--- config.mk ---
export PLATFORM = sky130hd
export DESIGN_NAME = format_string_number_printer_unit
export DESIGN_NICKNAME = d
export VERILOG_FILES = /design/src/sv/fsnp_pkg.sv /design/src/sv/fsnp_ucode_rom.sv /design/src/sv/fsnp_datapath.sv /design/src/sv/format_string_number_printer_unit.sv
export SDC_FILE = /design/constraint.sdc
export NUM_CORES = 2
export LEC_CHECK = 0
export BUFFER_PORTS_ARGS = -buffer_cell sky130_fd_sc_hd__buf_2
export CORE_ASPECT_RATIO = 0.75
export CORE_MARGIN = 4
export CORE_UTILIZATION = 25
export CTS_CLUSTER_DIAMETER = 60
export CTS_CLUSTER_SIZE = 10
export DETAILED_ROUTE_END_ITERATION = 10
export GPL_TIMING_DRIVEN = 0
export PLACE_DENSITY = 0.38
export SETUP_SLACK_MARGIN = 0.15
export SYNTH_ARGS = -nofsm -noshare
export SYNTH_HDL_FRONTEND = slang
export SYNTH_SLANG_ARGS = --single-unit
--- constraint.sdc ---
create_clock -name clock -period 9.55 [get_ports clock]
set_input_delay 2.3875 -clock clock [delete_from_list [all_inputs] [get_ports clock]]
set_output_delay 2.3875 -clock clock [all_outputs]
set_load 0.01 [all_outputs]
--- src/sv/fsnp_pkg.sv ---
package fsnp_pkg;

   // Widths and depths.
   localparam int POINTER_BITS_DEFAULT = 64;
   localparam int DIGIT_DEPTH = 20;
   localparam int CNT_W = 5;
   localparam int UPC_W = 4;

   // Division by ten as a multiplication by a scaled reciprocal.
   localparam logic [31:0] DEC_RECIP = 32'hCCCC_CCCD;
   localparam int DEC_SHIFT = 35;
   localparam int QUOT_W = 64 - DEC_SHIFT;

   // Item actions.
   localparam logic [1:0] ACT_FMT = 2'd0;
   localparam logic [1:0] ACT_ARG = 2'd1;
   localparam logic [1:0] ACT_STR = 2'd2;

   // Parse modes.
   localparam logic [1:0] MODE_TEXT = 2'd0;
   localparam logic [1:0] MODE_PCT = 2'd1;
   localparam logic [1:0] MODE_ARG = 2'd2;
   localparam logic [1:0] MODE_STR = 2'd3;

   // Pending conversion kinds.
   localparam logic [2:0] KIND_C = 3'd0;
   localparam logic [2:0] KIND_D = 3'd1;
   localparam logic [2:0] KIND_U = 3'd2;
   localparam logic [2:0] KIND_XL = 3'd3;
   localparam logic [2:0] KIND_XU = 3'd4;
   localparam logic [2:0] KIND_P = 3'd5;

   // Characters.
   localparam logic [7:0] CH_NUL = 8'h00;
   localparam logic [7:0] CH_PCT = 8'h25;
   localparam logic [7:0] CH_MINUS = 8'h2D;
   localparam logic [7:0] CH_ZERO = 8'h30;
   localparam logic [7:0] CH_UA = 8'h41;
   localparam logic [7:0] CH_UX = 8'h58;
   localparam logic [7:0] CH_LA = 8'h61;
   localparam logic [7:0] CH_LC = 8'h63;
   localparam logic [7:0] CH_LD = 8'h64;
   localparam logic [7:0] CH_LI = 8'h69;
   localparam logic [7:0] CH_LP = 8'h70;
   localparam logic [7:0] CH_LS = 8'h73;
   localparam logic [7:0] CH_LU = 8'h75;
   localparam logic [7:0] CH_LX = 8'h78;

   // Character sources of a control word.
   localparam logic [2:0] SRC_BYTE = 3'd0;
   localparam logic [2:0] SRC_MINUS = 3'd1;
   localparam logic [2:0] SRC_ZERO = 3'd2;
   localparam logic [2:0] SRC_X = 3'd3;
   localparam logic [2:0] SRC_DIGIT = 3'd4;

   // Datapath operations.
   localparam logic [2:0] OP_NONE = 3'd0;
   localparam logic [2:0] OP_MUL = 3'd1;
   localparam logic [2:0] OP_DIV = 3'd2;
   localparam logic [2:0] OP_HEX = 3'd3;
   localparam logic [2:0] OP_POP = 3'd4;

   // Sequencing conditions.
   localparam logic [2:0] COND_NEXT = 3'd0;
   localparam logic [2:0] COND_GOTO = 3'd1;
   localparam logic [2:0] COND_WNZ = 3'd2;
   localparam logic [2:0] COND_CNZ = 3'd3;
   localparam logic [2:0] COND_DONE = 3'd4;

   // Microprogram addresses.
   localparam logic [UPC_W-1:0] A_EMIT = 4'd0;
   localparam logic [UPC_W-1:0] A_MINUS = 4'd1;
   localparam logic [UPC_W-1:0] A_DMUL = 4'd2;
   localparam logic [UPC_W-1:0] A_DDIV = 4'd3;
   localparam logic [UPC_W-1:0] A_POP = 4'd4;
   localparam logic [UPC_W-1:0] A_P0 = 4'd5;
   localparam logic [UPC_W-1:0] A_PX = 4'd6;
   localparam logic [UPC_W-1:0] A_HEX = 4'd7;
   localparam logic [UPC_W-1:0] A_HJMP = 4'd8;

   typedef struct packed {
      logic [1:0] action;
      logic [7:0] fmt_byte;
      logic [63:0] arg_value;
   } req_type;

   typedef struct packed {
      logic [7:0] out_char;
      logic last_of_run;
   } rsp_type;

   typedef struct packed {
      logic emit;
      logic [2:0] src;
      logic last;
      logic [2:0] op;
      logic [2:0] cond;
      logic [UPC_W-1:0] target;
   } ctl_type;

   typedef struct packed {
      logic work_nz;
      logic cnt_last;
      logic [3:0] digit;
   } dp_status_type;

endpackage

--- src/sv/fsnp_ucode_rom.sv ---
module fsnp_ucode_rom (
   input logic [fsnp_pkg::UPC_W-1:0] upc,
   output fsnp_pkg::ctl_type ctl
);
   import fsnp_pkg::*;

   // Fields: emit, source, last, operation, condition, target.
   always_comb begin
      case (upc)
         A_EMIT: ctl = '{1'b1, SRC_BYTE, 1'b1, OP_NONE, COND_DONE, A_EMIT};
         A_MINUS: ctl = '{1'b1, SRC_MINUS, 1'b0, OP_NONE, COND_NEXT, A_DMUL};
         A_DMUL: ctl = '{1'b0, SRC_BYTE, 1'b0, OP_MUL, COND_NEXT, A_DDIV};
         A_DDIV: ctl = '{1'b0, SRC_BYTE, 1'b0, OP_DIV, COND_WNZ, A_DMUL};
         A_POP: ctl = '{1'b1, SRC_DIGIT, 1'b0, OP_POP, COND_CNZ, A_POP};
         A_P0: ctl = '{1'b1, SRC_ZERO, 1'b0, OP_NONE, COND_NEXT, A_PX};
         A_PX: ctl = '{1'b1, SRC_X, 1'b0, OP_NONE, COND_NEXT, A_HEX};
         A_HEX: ctl = '{1'b0, SRC_BYTE, 1'b0, OP_HEX, COND_WNZ, A_HEX};
         A_HJMP: ctl = '{1'b0, SRC_BYTE, 1'b0, OP_NONE, COND_GOTO, A_POP};
         default: ctl = '{1'b0, SRC_BYTE, 1'b0, OP_NONE, COND_DONE, A_EMIT};
      endcase
   end

endmodule

--- src/sv/fsnp_datapath.sv ---
module fsnp_datapath #(
   parameter int POINTER_BITS = fsnp_pkg::POINTER_BITS_DEFAULT
) (
   input logic clock,
   input logic reset,
   input logic load,
   input logic [POINTER_BITS-1:0] load_value,
   input logic step,
   input fsnp_pkg::ctl_type ctl,
   output fsnp_pkg::dp_status_type status
);
   import fsnp_pkg::*;

   logic [POINTER_BITS-1:0] work_ff, work_in;
   logic [63:0] prod_ff, prod_in;
   logic [CNT_W-1:0] cnt_ff, cnt_in;
   logic [3:0] digit_ff [DIGIT_DEPTH];
   logic [QUOT_W-1:0] quot;
   logic [QUOT_W+3:0] quot_x10;
   logic [3:0] rem;
   logic [3:0] new_digit;
   logic wr_en;
   logic [CNT_W-1:0] rd_idx;

   // Quotient and remainder by ten from the registered product.
   assign quot = prod_ff[63:DEC_SHIFT];
   assign quot_x10 = {1'b0, quot, 3'b000} + {3'b000, quot, 1'b0};
   assign rem = work_ff[3:0] - quot_x10[3:0];

   always_comb begin
      work_in = work_ff;
      prod_in = prod_ff;
      cnt_in = cnt_ff;
      wr_en = 1'b0;
      new_digit = work_ff[3:0];
      if (load) begin
         work_in = load_value;
         cnt_in = '0;
      end else if (step) begin
         case (ctl.op)
            OP_MUL: prod_in = 64'(work_ff[31:0]) * 64'(DEC_RECIP);
            OP_DIV: begin
               new_digit = rem;
               wr_en = 1'b1;
               work_in = POINTER_BITS'(quot);
               cnt_in = cnt_ff + 1'b1;
            end
            OP_HEX: begin
               wr_en = 1'b1;
               work_in = work_ff >> 4;
               cnt_in = cnt_ff + 1'b1;
            end
            OP_POP: cnt_in = cnt_ff - 1'b1;
            default: cnt_in = cnt_ff;
         endcase
      end
   end

   always_ff @(posedge clock) begin
      if (reset) begin
         work_ff <= '0;
         cnt_ff <= '0;
      end else begin
         work_ff <= work_in;
         cnt_ff <= cnt_in;
      end
   end

   always_ff @(posedge clock) begin
      prod_ff <= prod_in;
      if (wr_en) begin
         digit_ff[cnt_ff] <= new_digit;
      end
   end

   assign rd_idx = cnt_ff - 1'b1;
   assign status.digit = (rd_idx < CNT_W'(DIGIT_DEPTH)) ? digit_ff[rd_idx] : 4'd0;
   assign status.work_nz = |work_in;
   assign status.cnt_last = (cnt_ff == CNT_W'(1));

endmodule

--- src/sv/format_string_number_printer_unit.sv ---
// Text, string and character items run only the emit step; its character is then
// registered in the output register. A decimal number runs a multiply and a divide step
// per digit, then a pop step per printed digit; hex runs a shift step per digit, a jump
// step, then the pop steps. A pointer prints 0 and x first, then runs the hex steps.
// One item is worked at a time; the next is taken as soon as its last character is stored.
// Synchronous active-high reset returns to plain text mode with no result pending.
module format_string_number_printer_unit #(
   parameter int POINTER_BITS = fsnp_pkg::POINTER_BITS_DEFAULT
) (
   input logic clock,
   input logic reset,
   input logic req_valid,
   output logic req_stall,
   input fsnp_pkg::req_type req_data,
   output logic rsp_valid,
   input logic rsp_stall,
   output fsnp_pkg::rsp_type rsp_data
);
   import fsnp_pkg::*;

   // Sequencer state. The block is busy while the microprogram runs.
   logic busy_ff, busy_in;
   logic [UPC_W-1:0] upc_ff, upc_in;
   logic [1:0] mode_ff, mode_in;
   logic [2:0] kind_ff, kind_in;
   logic [7:0] byte_ff, byte_in;
   logic upper_ff, upper_in;

   // Output register.
   logic rsp_valid_ff, rsp_valid_in;
   rsp_type rsp_data_ff, rsp_data_in;

   logic accept;
   logic load;
   logic [POINTER_BITS-1:0] load_value;
   logic [31:0] arg_low;
   ctl_type ctl;
   dp_status_type status;
   logic out_free;
   logic step;
   logic emit_last;
   logic [7:0] digit_char;
   logic [7:0] emit_char;

   assign req_stall = busy_ff;
   assign accept = req_valid && !req_stall;
   assign arg_low = req_data.arg_value[31:0];

   // Dispatch: an accepted item updates the parse state and picks the entry point of
   // the microprogram. Items that print nothing never make the block busy.
   always_comb begin
      mode_in = mode_ff;
      kind_in = kind_ff;
      byte_in = byte_ff;
      upper_in = upper_ff;
      busy_in = busy_ff;
      upc_in = upc_ff;
      load = 1'b0;
      load_value = POINTER_BITS'(arg_low);
      if (accept) begin
         if (mode_ff == MODE_TEXT && req_data.action == ACT_FMT) begin
            if (req_data.fmt_byte == CH_PCT) begin
               mode_in = MODE_PCT;
            end else if (req_data.fmt_byte != CH_NUL) begin
               byte_in = req_data.fmt_byte;
               busy_in = 1'b1;
               upc_in = A_EMIT;
            end
         end else if (mode_ff == MODE_PCT && req_data.action == ACT_FMT) begin
            mode_in = MODE_ARG;
            case (req_data.fmt_byte)
               CH_LC: kind_in = KIND_C;
               CH_LD, CH_LI: kind_in = KIND_D;
               CH_LU: kind_in = KIND_U;
               CH_LX: kind_in = KIND_XL;
               CH_UX: kind_in = KIND_XU;
               CH_LP: kind_in = KIND_P;
               CH_LS: mode_in = MODE_STR;
               CH_NUL: begin
                  // A percent sign at the end of the format prints itself.
                  mode_in = MODE_TEXT;
                  byte_in = CH_PCT;
                  busy_in = 1'b1;
                  upc_in = A_EMIT;
               end
               default: begin
                  // Unknown specifier: the percent sign is dropped.
                  mode_in = MODE_TEXT;
                  byte_in = req_data.fmt_byte;
                  busy_in = 1'b1;
                  upc_in = A_EMIT;
               end
            endcase
         end else if (mode_ff == MODE_ARG && req_data.action == ACT_ARG) begin
            mode_in = MODE_TEXT;
            busy_in = 1'b1;
            load = 1'b1;
            case (kind_ff)
               KIND_C: begin
                  byte_in = arg_low[7:0];
                  upc_in = A_EMIT;
               end
               KIND_D: begin
                  // The negated minimum value still fits as an unsigned magnitude.
                  if (arg_low[31]) begin
                     load_value = POINTER_BITS'(32'd0 - arg_low);
                     upc_in = A_MINUS;
                  end else begin
                     upc_in = A_DMUL;
                  end
               end
               KIND_U: upc_in = A_DMUL;
               KIND_XL: begin
                  upper_in = 1'b0;
                  upc_in = A_HEX;
               end
               KIND_XU: begin
                  upper_in = 1'b1;
                  upc_in = A_HEX;
               end
               default: begin
                  load_value = req_data.arg_value[POINTER_BITS-1:0];
                  upper_in = 1'b0;
                  upc_in = A_P0;
               end
            endcase
         end else if (mode_ff == MODE_STR && req_data.action == ACT_STR) begin
            if (req_data.fmt_byte == CH_NUL) begin
               mode_in = MODE_TEXT;
            end else begin
               byte_in = req_data.fmt_byte;
               busy_in = 1'b1;
               upc_in = A_EMIT;
            end
         end
      end else if (step) begin
         // Sequencing of the running microprogram.
         case (ctl.cond)
            COND_NEXT: upc_in = upc_ff + 1'b1;
            COND_GOTO: upc_in = ctl.target;
            COND_WNZ: upc_in = status.work_nz ? ctl.target : upc_ff + 1'b1;
            COND_CNZ: begin
               if (status.cnt_last) begin
                  busy_in = 1'b0;
               end else begin
                  upc_in = ctl.target;
               end
            end
            COND_DONE: busy_in = 1'b0;
            default: busy_in = 1'b0;
         endcase
      end
   end

   fsnp_ucode_rom u_rom (
      .upc(upc_ff),
      .ctl(ctl)
   );

   // A step that prints waits until the output register can take its character.
   assign out_free = !rsp_valid_ff || !rsp_stall;
   assign step = busy_ff && (!ctl.emit || out_free);

   fsnp_datapath #(
      .POINTER_BITS(POINTER_BITS)
   ) u_datapath (
      .clock(clock),
      .reset(reset),
      .load(load),
      .load_value(load_value),
      .step(step),
      .ctl(ctl),
      .status(status)
   );

   always_comb begin
      if (status.digit < 4'd10) begin
         digit_char = CH_ZERO + {4'd0, status.digit};
      end else begin
         digit_char = (upper_ff ? CH_UA : CH_LA) + {4'd0, status.digit} - 8'd10;
      end
   end

   always_comb begin
      case (ctl.src)
         SRC_BYTE: emit_char = byte_ff;
         SRC_MINUS: emit_char = CH_MINUS;
         SRC_ZERO: emit_char = CH_ZERO;
         SRC_X: emit_char = CH_LX;
         SRC_DIGIT: emit_char = digit_char;
         default: emit_char = byte_ff;
      endcase
   end

   // The last printed digit closes the run; other steps carry their own flag.
   assign emit_last = (ctl.op == OP_POP) ? status.cnt_last : ctl.last;

   always_comb begin
      rsp_valid_in = rsp_valid_ff;
      rsp_data_in = rsp_data_ff;
      if (step && ctl.emit) begin
         rsp_valid_in = 1'b1;
         rsp_data_in.out_char = emit_char;
         rsp_data_in.last_of_run = emit_last;
      end else if (!rsp_stall) begin
         rsp_valid_in = 1'b0;
      end
   end

   always_ff @(posedge clock) begin
      if (reset) begin
         busy_ff <= 1'b0;
         upc_ff <= A_EMIT;
         mode_ff <= MODE_TEXT;
         kind_ff <= KIND_C;
         upper_ff <= 1'b0;
         rsp_valid_ff <= 1'b0;
      end else begin
         busy_ff <= busy_in;
         upc_ff <= upc_in;
         mode_ff <= mode_in;
         kind_ff <= kind_in;
         upper_ff <= upper_in;
         rsp_valid_ff <= rsp_valid_in;
      end
   end

   always_ff @(posedge clock) begin
      byte_ff <= byte_in;
      rsp_data_ff <= rsp_data_in;
   end

   assign rsp_valid = rsp_valid_ff;
   assign rsp_data = rsp_data_ff;

   // The microprogram counter stays inside the program while it runs.
   a_upc_range: assert property (@(posedge clock) disable iff (reset)
      busy_ff |-> upc_ff <= A_HJMP)
      else $error("microprogram counter left the program");

   // Finishing an item always leaves its closing character in the output register.
   a_done_last: assert property (@(posedge clock) disable iff (reset)
      $fell(busy_ff) |-> rsp_valid_ff && rsp_data_ff.last_of_run)
      else $error("item finished without a closing character");

   // A closing character ends the microprogram.
   a_last_ends: assert property (@(posedge clock) disable iff (reset)
      step && ctl.emit && emit_last |=> !busy_ff)
      else $error("microprogram kept running after the closing character");

   // New results only come from a running microprogram.
   a_rsp_source: assert property (@(posedge clock) disable iff (reset)
      $rose(rsp_valid_ff) |-> $past(busy_ff))
      else $error("result produced while idle");

endmodule
# Yosys cells after proc, flatten, opt, wreduce, memory -nomap -nowiden
# Memories as Yosys holds them, arrays and structs flattened. A register that Yosys moved wholly into a read port is not among the register bits.
# Index checks and enable logic that the tools add are counted.
[totals] register_bits=162 mem_bits_rw=80 mem_bits_ro=224 output_inout_bits=11 n_memories=2
[classes] n_addsub=9 n_mul=1 magnitude_cmp=2 n_eq_ne=45 muxes=76 bitwise_logic=4 n_reduce_logical=43
[memory_table] name="(name not given)" words=16 word_bits=14 read_ports=1 rd_ports_with_merged_regs=1 wr=0 line="fsnp_ucode_rom.sv:9" text="case (upc)"
[memory_table] name="u_datapath.digit_ff" words=20 word_bits=4 read_ports=1 rd_ports_with_merged_regs=0 wr=1 line="fsnp_datapath.sv:17" text="logic [3:0] digit_ff [DIGIT_DEPTH];"
[op_table] cell="$mux W64" count=7
[op_table] cell="$pmux W64 S2" count=2
[op_table] cell="$mux W4" count=18
[op_table] cell="$mux W8" count=9
[op_table] cell="$eq A8 B7 Y1 const B" count=8
[op_table] cell="$mul A32 B32 Y64 const B" count=1
[op_table] cell="$reduce_or A64 Y1" count=1
[op_table] cell="$sub A1 B32 Y33 const A" count=1
[op_table] cell="$pmux W8 S4" count=1
[op_table] cell="$eq A3 B2 Y1 const B" count=8
[op_table] cell="$mux W1" count=23
[op_table] cell="$pmux W3 S6" count=1
[op_table] cell="$pmux W4 S4" count=1
[op_table] cell="$pmux W8 S2" count=1
[op_table] cell="$reduce_and A8 Y1" count=2
[op_table] cell="$mux W2" count=7
[op_table] cell="$eq A3 B1 Y1 const B" count=4
[op_table] cell="$ne A3 B3 Y1 const B" count=4
[op_table] cell="$pmux W3 S4" count=1
[op_table] cell="$pmux W5 S2" count=1
[op_table] cell="$eq A3 B3 Y1 const B" count=3
[op_table] cell="$add A7 B4 Y8" count=1
[op_table] cell="$eq A8 B6 Y1 const B" count=1
[op_table] cell="$logic_not A8 Y1" count=1
[op_table] cell="other kinds (43)" count=73

# Depth between registers and ports, before layout
[depth] ltp_word=15 mapped_depth=27 depth_no_buf=27

# Cells and area by module
# From an unflattened synthesis, not the netlist that was laid out.
[hier_totals] cells_unflattened=2882 area_unflattened_um2=27826.7
[modules_own_cells] module="fsnp_datapath" instances=1 cells_per_inst=2432 area_each_um2=24598.6 seq_area_each_um2=4654.5
[modules_own_cells] module="format_string_number_printer_unit" instances=1 cells_per_inst=413 area_each_um2=2956.6 seq_area_each_um2=750.7
[modules_own_cells] module="fsnp_ucode_rom" instances=1 cells_per_inst=37 area_each_um2=271.5 seq_area_each_um2=0.0

# Worst setup path before layout
# OpenSTA, ideal clock, no wires.
[synth_path] path_kind="register to register" from="reg u_datapath.work_ff[8]" to="reg u_datapath.prod_ff[63], data pin" setup_time_ns=0.260 t_arrival_ns=6.945 path_slack_ns=2.345 stages_incl_launch_ff=25 path_buffers=0 synth_period_minus_slack_ns=7.205 path_cell_list="dfxtp_1 > ha_1 > inv_1 > fa_1 > inv_1 > fa_1 > inv_1 > fa_1 > inv_1 > fa_1 > fa_1 > fa_1 > fa_1 > ha_1 > inv_1 > or4_1 > a211o_1 > a211oi_1 > o41a_1 > o311ai_0 > a21oi_1 > o21a_1 > o41a_1 > a21oi_1 > xnor2_1"
[synth_between] elab_chain_cells=1
[synth_rtl] element="start: declaration" line="fsnp_datapath.sv:14" text="logic [POINTER_BITS-1:0] work_ff, work_in;"
[synth_rtl] element="start signal: assignment" line="fsnp_datapath.sv:64" text="work_ff <= work_in;"
[synth_rtl] element="$mul A32 B32 Y64" line="fsnp_datapath.sv:41" text="OP_MUL: prod_in = 64'(work_ff[31:0]) * 64'(DEC_RECIP);"
[synth_rtl] element="end signal: assignment" line="fsnp_datapath.sv:70" text="prod_ff <= prod_in;"
[synth_rtl] element="end: declaration" line="fsnp_datapath.sv:15" text="logic [63:0] prod_ff, prod_in;"
# No other way between the ends.
# A chain may end at the register's enable or synchronous reset.

# Final worst setup path
[layout_path] from="reg u_datapath.work_ff[9]" to="reg u_datapath.prod_ff[52], data pin"
# Same word-level chain as after synthesis.

==> results summary <==
The run finished with clean final reports. CTS built an H-tree with a depth of 1. The floorplan die width came out at 395.5 um. Of the total power, registers draw 0.494. The total overflow reported by the global router came out at 0. The detailed-route via count is 20540.

In this run the worst hold path is classified as reg -> reg. The DRC marker count from the first detailed-route iteration is 1706. The number of buffer cells added on primary ports came out at 84. The worst setup path is launched from a flop. Cell internal power was estimated by the tool at 1.515 mW.

The first global-routing pass estimated 151.8 mm of wire. The die area is 118100 um2. The area of combinational cells with multiple inputs came out at 20060 um2.

The number of remaining DRC errors came out at 0. Timing would allow up to 110.2 MHz. In this run the count of I/O pins placed on the die edge is 89. The largest total area in the synthesized netlist belongs to sky130_fd_sc_hd__fa_1.

The worst setup slack after layout is 0.4767 ns. For this run, the total global-route usage over all layers was measured as 0.1741. For this design the ratio of total power to cell area is 64.33 nW/um2.

For this design the total switching power over the nets is 0.5040 mW. The per-instance average area after synthesis came out at 10.07 um2. The total number of clock tree sinks is 220. For the worst setup path, the data required time is 9.86 ns.

The height of the chip came out at 298.6 um. Setup violations remaining at the end of the flow were counted as 0. The clock insertion delay at the later pin of the skew report is 0.59 ns. The sequential cell area is 5684 um2. At the end of routability-driven placement, the weighted congestion stood at 0.8660. Sorting the synthesized cells by area gives the leading types as sky130_fd_sc_hd__fa_1 27%, sky130_fd_sc_hd__ha_1 16%, sky130_fd_sc_hd__edfxtp_1 13%. On the final layout, the worst hold slack is 0.5132 ns. The tree is rooted in a sky130_fd_sc_hd__clkbuf_16. The share of power burned in combinational logic came out at 0.046.

TritonCTS built the clock tree. The total nets after synthesis came out at 3624. Among all cell types in the netlist, the one instantiated most often is sky130_fd_sc_hd__inv_1. The total half-perimeter wirelength after legalization and detailed placement is 88.34 mm. In the finished design, the share of the clock period the worst path needs comes to 0.9501.

The element type at the critical path end is a flop. In this run the cell area of the synthesized design comes to 28150 um2. The clock passes through at most 3 buffers. The net count of the finished layout is 3744. The critical path is of the reg -> reg type. In this run, distinct cell masters in the synthesized netlist total 92.

The worst hold path passes through 2 cells. The core region area came out at 111700 um2. The ratio of cells with drive above 1 in the final layout is 0.07844. The synthesized netlist cell count came out at 2795. In the synthesized netlist the dominant register cell turns out to be sky130_fd_sc_hd__edfxtp_1. The effective utilization at floorplan came out at 0.2521.

The part of the total power dissipated in the clock network came out at 0.460. The CTS buffer count came out at 25. The number of global-route vias before repair came to 21450. The actual slew at the worst max-slew pin is 1.317 ns. The register clock-pin slew on the reported worst setup and hold paths is 0.07 ns. OpenSTA, run right after detailed placement, puts the worst setup slack at -0.6098 ns. The register bit count reported by yosys is 220.

The Yosys step of the flow raised 0 warnings. The number of nets with antenna violations after routing came out at 0. Ranked by instance count, the synthesized netlist is headed by 562 x sky130_fd_sc_hd__inv_1, 386 x sky130_fd_sc_hd__fa_1, 365 x sky130_fd_sc_hd__ha_1. The proportion of synthesized chip area in sequential cells came out at 0.2013. Entering global routing, the biggest net connects 21 pins.

The total count of max-transition violations in the final report is 0. The maximum fanout along the worst path is 9. In this run, post-CTS hold repair placed 0 buffers. The number of antenna violations at the first check in global routing is 1. The switching share of power is 0.2496. The worst pin sits at a relative slew slack of 0.1153. The routed design could run at a clock period as short as 9.073 ns. The standby leakage power came out at 15.30 nW. The number of failing hold endpoints at the final stage is 0. The average vias per placed instance came out at 4.621.

The critical path data arrival time is 9.39 ns. The relative area change from synthesis to final layout is 11.52%. The fraction of registers with async set/reset is 0.

The detailed-router iteration count before antenna repair came out at 6. The count of standard-cell rows is 106. The total design power came out at 2.019 mW. Setup repair after global routing left no endpoint under its margin. The tool flagged a number of max-cap violations equal to 0. The area share of the leading cell type in the synthesized netlist came out at 0.2745. The number of cell instances on the worst register-to-register path is 23.

The count of filler cells inserted in the layout is 12100. The peak supply drop came out at 0.1132 mV. The largest clock skew in the final design came out at 0.01503 ns.

The average detailed-routed wire length per instance came out at 23.27 um. For this block, the routed nets add up to 103.4 mm of wire. Yosys mapped a number of flops with a built-in enable equal to 126.

Measured on the finished design, the core utilization comes to 0.2811.
[repair_timing]
| item | in CTS | in global routing |
|---|---|---|
| endpoints found under the setup margin | 16 | 6 |
| gates resized for setup | 12 | 22 |
| buffers inserted | 0 | 0 |
| hold endpoints to repair | 0 | 0 |
[worst paths after layout]
check | start | end | slack (ns)
worst max-delay path | u_datapath.work_ff[9]$_SDFF_PP0_ | u_datapath.prod_ff[52]$_DFFE_PP_ | 0.48
worst min-delay path | u_datapath.work_ff[40]$_SDFF_PP0_ | u_datapath.work_ff[40]$_SDFF_PP0_ | 0.51
worst max register to register | u_datapath.work_ff[9]$_SDFF_PP0_ | u_datapath.prod_ff[52]$_DFFE_PP_ | 0.48
worst min register to register | u_datapath.work_ff[40]$_SDFF_PP0_ | u_datapath.work_ff[40]$_SDFF_PP0_ | 0.51
[cell usage in the layout (no fill, tap or decap), types with 23 or more instances in the layout]
master / n
sky130_fd_sc_hd__inv_1: 562
sky130_fd_sc_hd__fa_1: 386
sky130_fd_sc_hd__ha_1: 356
sky130_fd_sc_hd__nor2_1: 156
sky130_fd_sc_hd__edfxtp_1: 126
sky130_fd_sc_hd__nand2_1: 121
sky130_fd_sc_hd__a21oi_1: 107
sky130_fd_sc_hd__buf_2: 98
sky130_fd_sc_hd__clkbuf_1: 84
sky130_fd_sc_hd__dfxtp_1: 79
sky130_fd_sc_hd__o21ai_0: 71
sky130_fd_sc_hd__xor2_1: 53
sky130_fd_sc_hd__xnor2_1: 53
sky130_fd_sc_hd__nor3_1: 53
sky130_fd_sc_hd__a21o_1: 52
sky130_fd_sc_hd__a211oi_1: 47
sky130_fd_sc_hd__nand3_1: 40
sky130_fd_sc_hd__mux2i_1: 38
sky130_fd_sc_hd__clkbuf_16: 25
sky130_fd_sc_hd__and3_1: 23
[stage by stage]
| step | area (um2) | setup TNS [ns] | instances |
|---|---|---|---|
| after floorplan | 28150 | 0 | 2795 |
| after global routing | 31390 | 0 | 4444 |
| after global placement | 30460 | -3.836 | 4391 |
| final | 31390 | 0 | 4445 |
| after detailed placement | 30580 | -2.912 | 4400 |
| after CTS | 31340 | 0 | 4444 |
[routing by layer]
layer / GRT usage / vias to the layer above / part of all wire
li1: - / 9627 / -
met1: 0.2844 / 10290 / 0.53
met2: 0.2384 / 558 / 0.39
met3: 0.03345 / 69 / 0.063
met4: 0.01894 / 0 / 0.012
met5: 0 / - / 0
[flip-flops by register name, indices dropped and copies added (netlist names)]
register             count
u_datapath.digit_ff     80
u_datapath.work_ff      64
u_datapath.prod_ff      29
u_rom.ctl               13
rsp_data                 9
byte_ff                  8
u_datapath.cnt_ff        5
upc_ff                   4
kind_ff                  3
mode_ff                  2
req_stall                1
rsp_valid                1
upper_ff                 1
[critical path, cell delays in order (launching register included)]
cell and delay (ns):
sky130_fd_sc_hd__dfxtp_1 0.70, sky130_fd_sc_hd__ha_1 0.58, sky130_fd_sc_hd__inv_1 0.18, sky130_fd_sc_hd__fa_1 0.58, sky130_fd_sc_hd__inv_1 0.06, sky130_fd_sc_hd__fa_1 0.51, sky130_fd_sc_hd__inv_1 0.06, sky130_fd_sc_hd__fa_1 0.53
sky130_fd_sc_hd__inv_1 0.07, sky130_fd_sc_hd__fa_1 0.63, sky130_fd_sc_hd__fa_1 0.46, sky130_fd_sc_hd__fa_1 0.54, sky130_fd_sc_hd__fa_1 0.42, sky130_fd_sc_hd__ha_1 0.37, sky130_fd_sc_hd__inv_1 0.05, sky130_fd_sc_hd__or4_1 0.63
sky130_fd_sc_hd__nor4_4 0.49, sky130_fd_sc_hd__o221ai_2 0.31, sky130_fd_sc_hd__o2111ai_2 0.29, sky130_fd_sc_hd__a31o_2 0.30, sky130_fd_sc_hd__a21oi_1 0.19, sky130_fd_sc_hd__o21ba_2 0.32, sky130_fd_sc_hd__nor4_1 0.40, sky130_fd_sc_hd__a221oi_1 0.10
[final cells by class]
class,count,area share
Multi-Input combinational cell,1915,0.6390
Sequential cell,220,0.1811
Inverter,564,0.06748
Tap cell,1512,0.06027
Clock buffer,43,0.02208
Timing Repair Buffer,93,0.01650
Buffer,96,0.01287
Clock inverter,1,0.0006377
Antenna cell,1,0.00007972
[cell families (layout without fill, tap and decap cells)]
logic type / after synthesis / in the layout / share of synthesized area
compound gates: 444 / 444 / 0.1062
mux: 65 / 65 / 0.03231
buf+inv: 660 / 797 / 0.08961
xor+xnor: 108 / 108 / 0.03360
simple gates: 547 / 547 / 0.1002
other cells: 0 / 1 / 0
flops: 220 / 220 / 0.2013
fa+ha+maj: 751 / 751 / 0.4368
[power groups by stage]
stage	sequential [mW]	combinational [mW]	clock (mW)
final	0.997	0.0934	0.929
after global placement	1.02	0.0923	0
after CTS	0.997	0.0925	0.950
after detailed placement	1.02	0.0921	0
after floorplan	1.02	0.0354	0
after global routing	0.997	0.0993	0.993
Note: power is estimated with default switching activity, not from simulation.
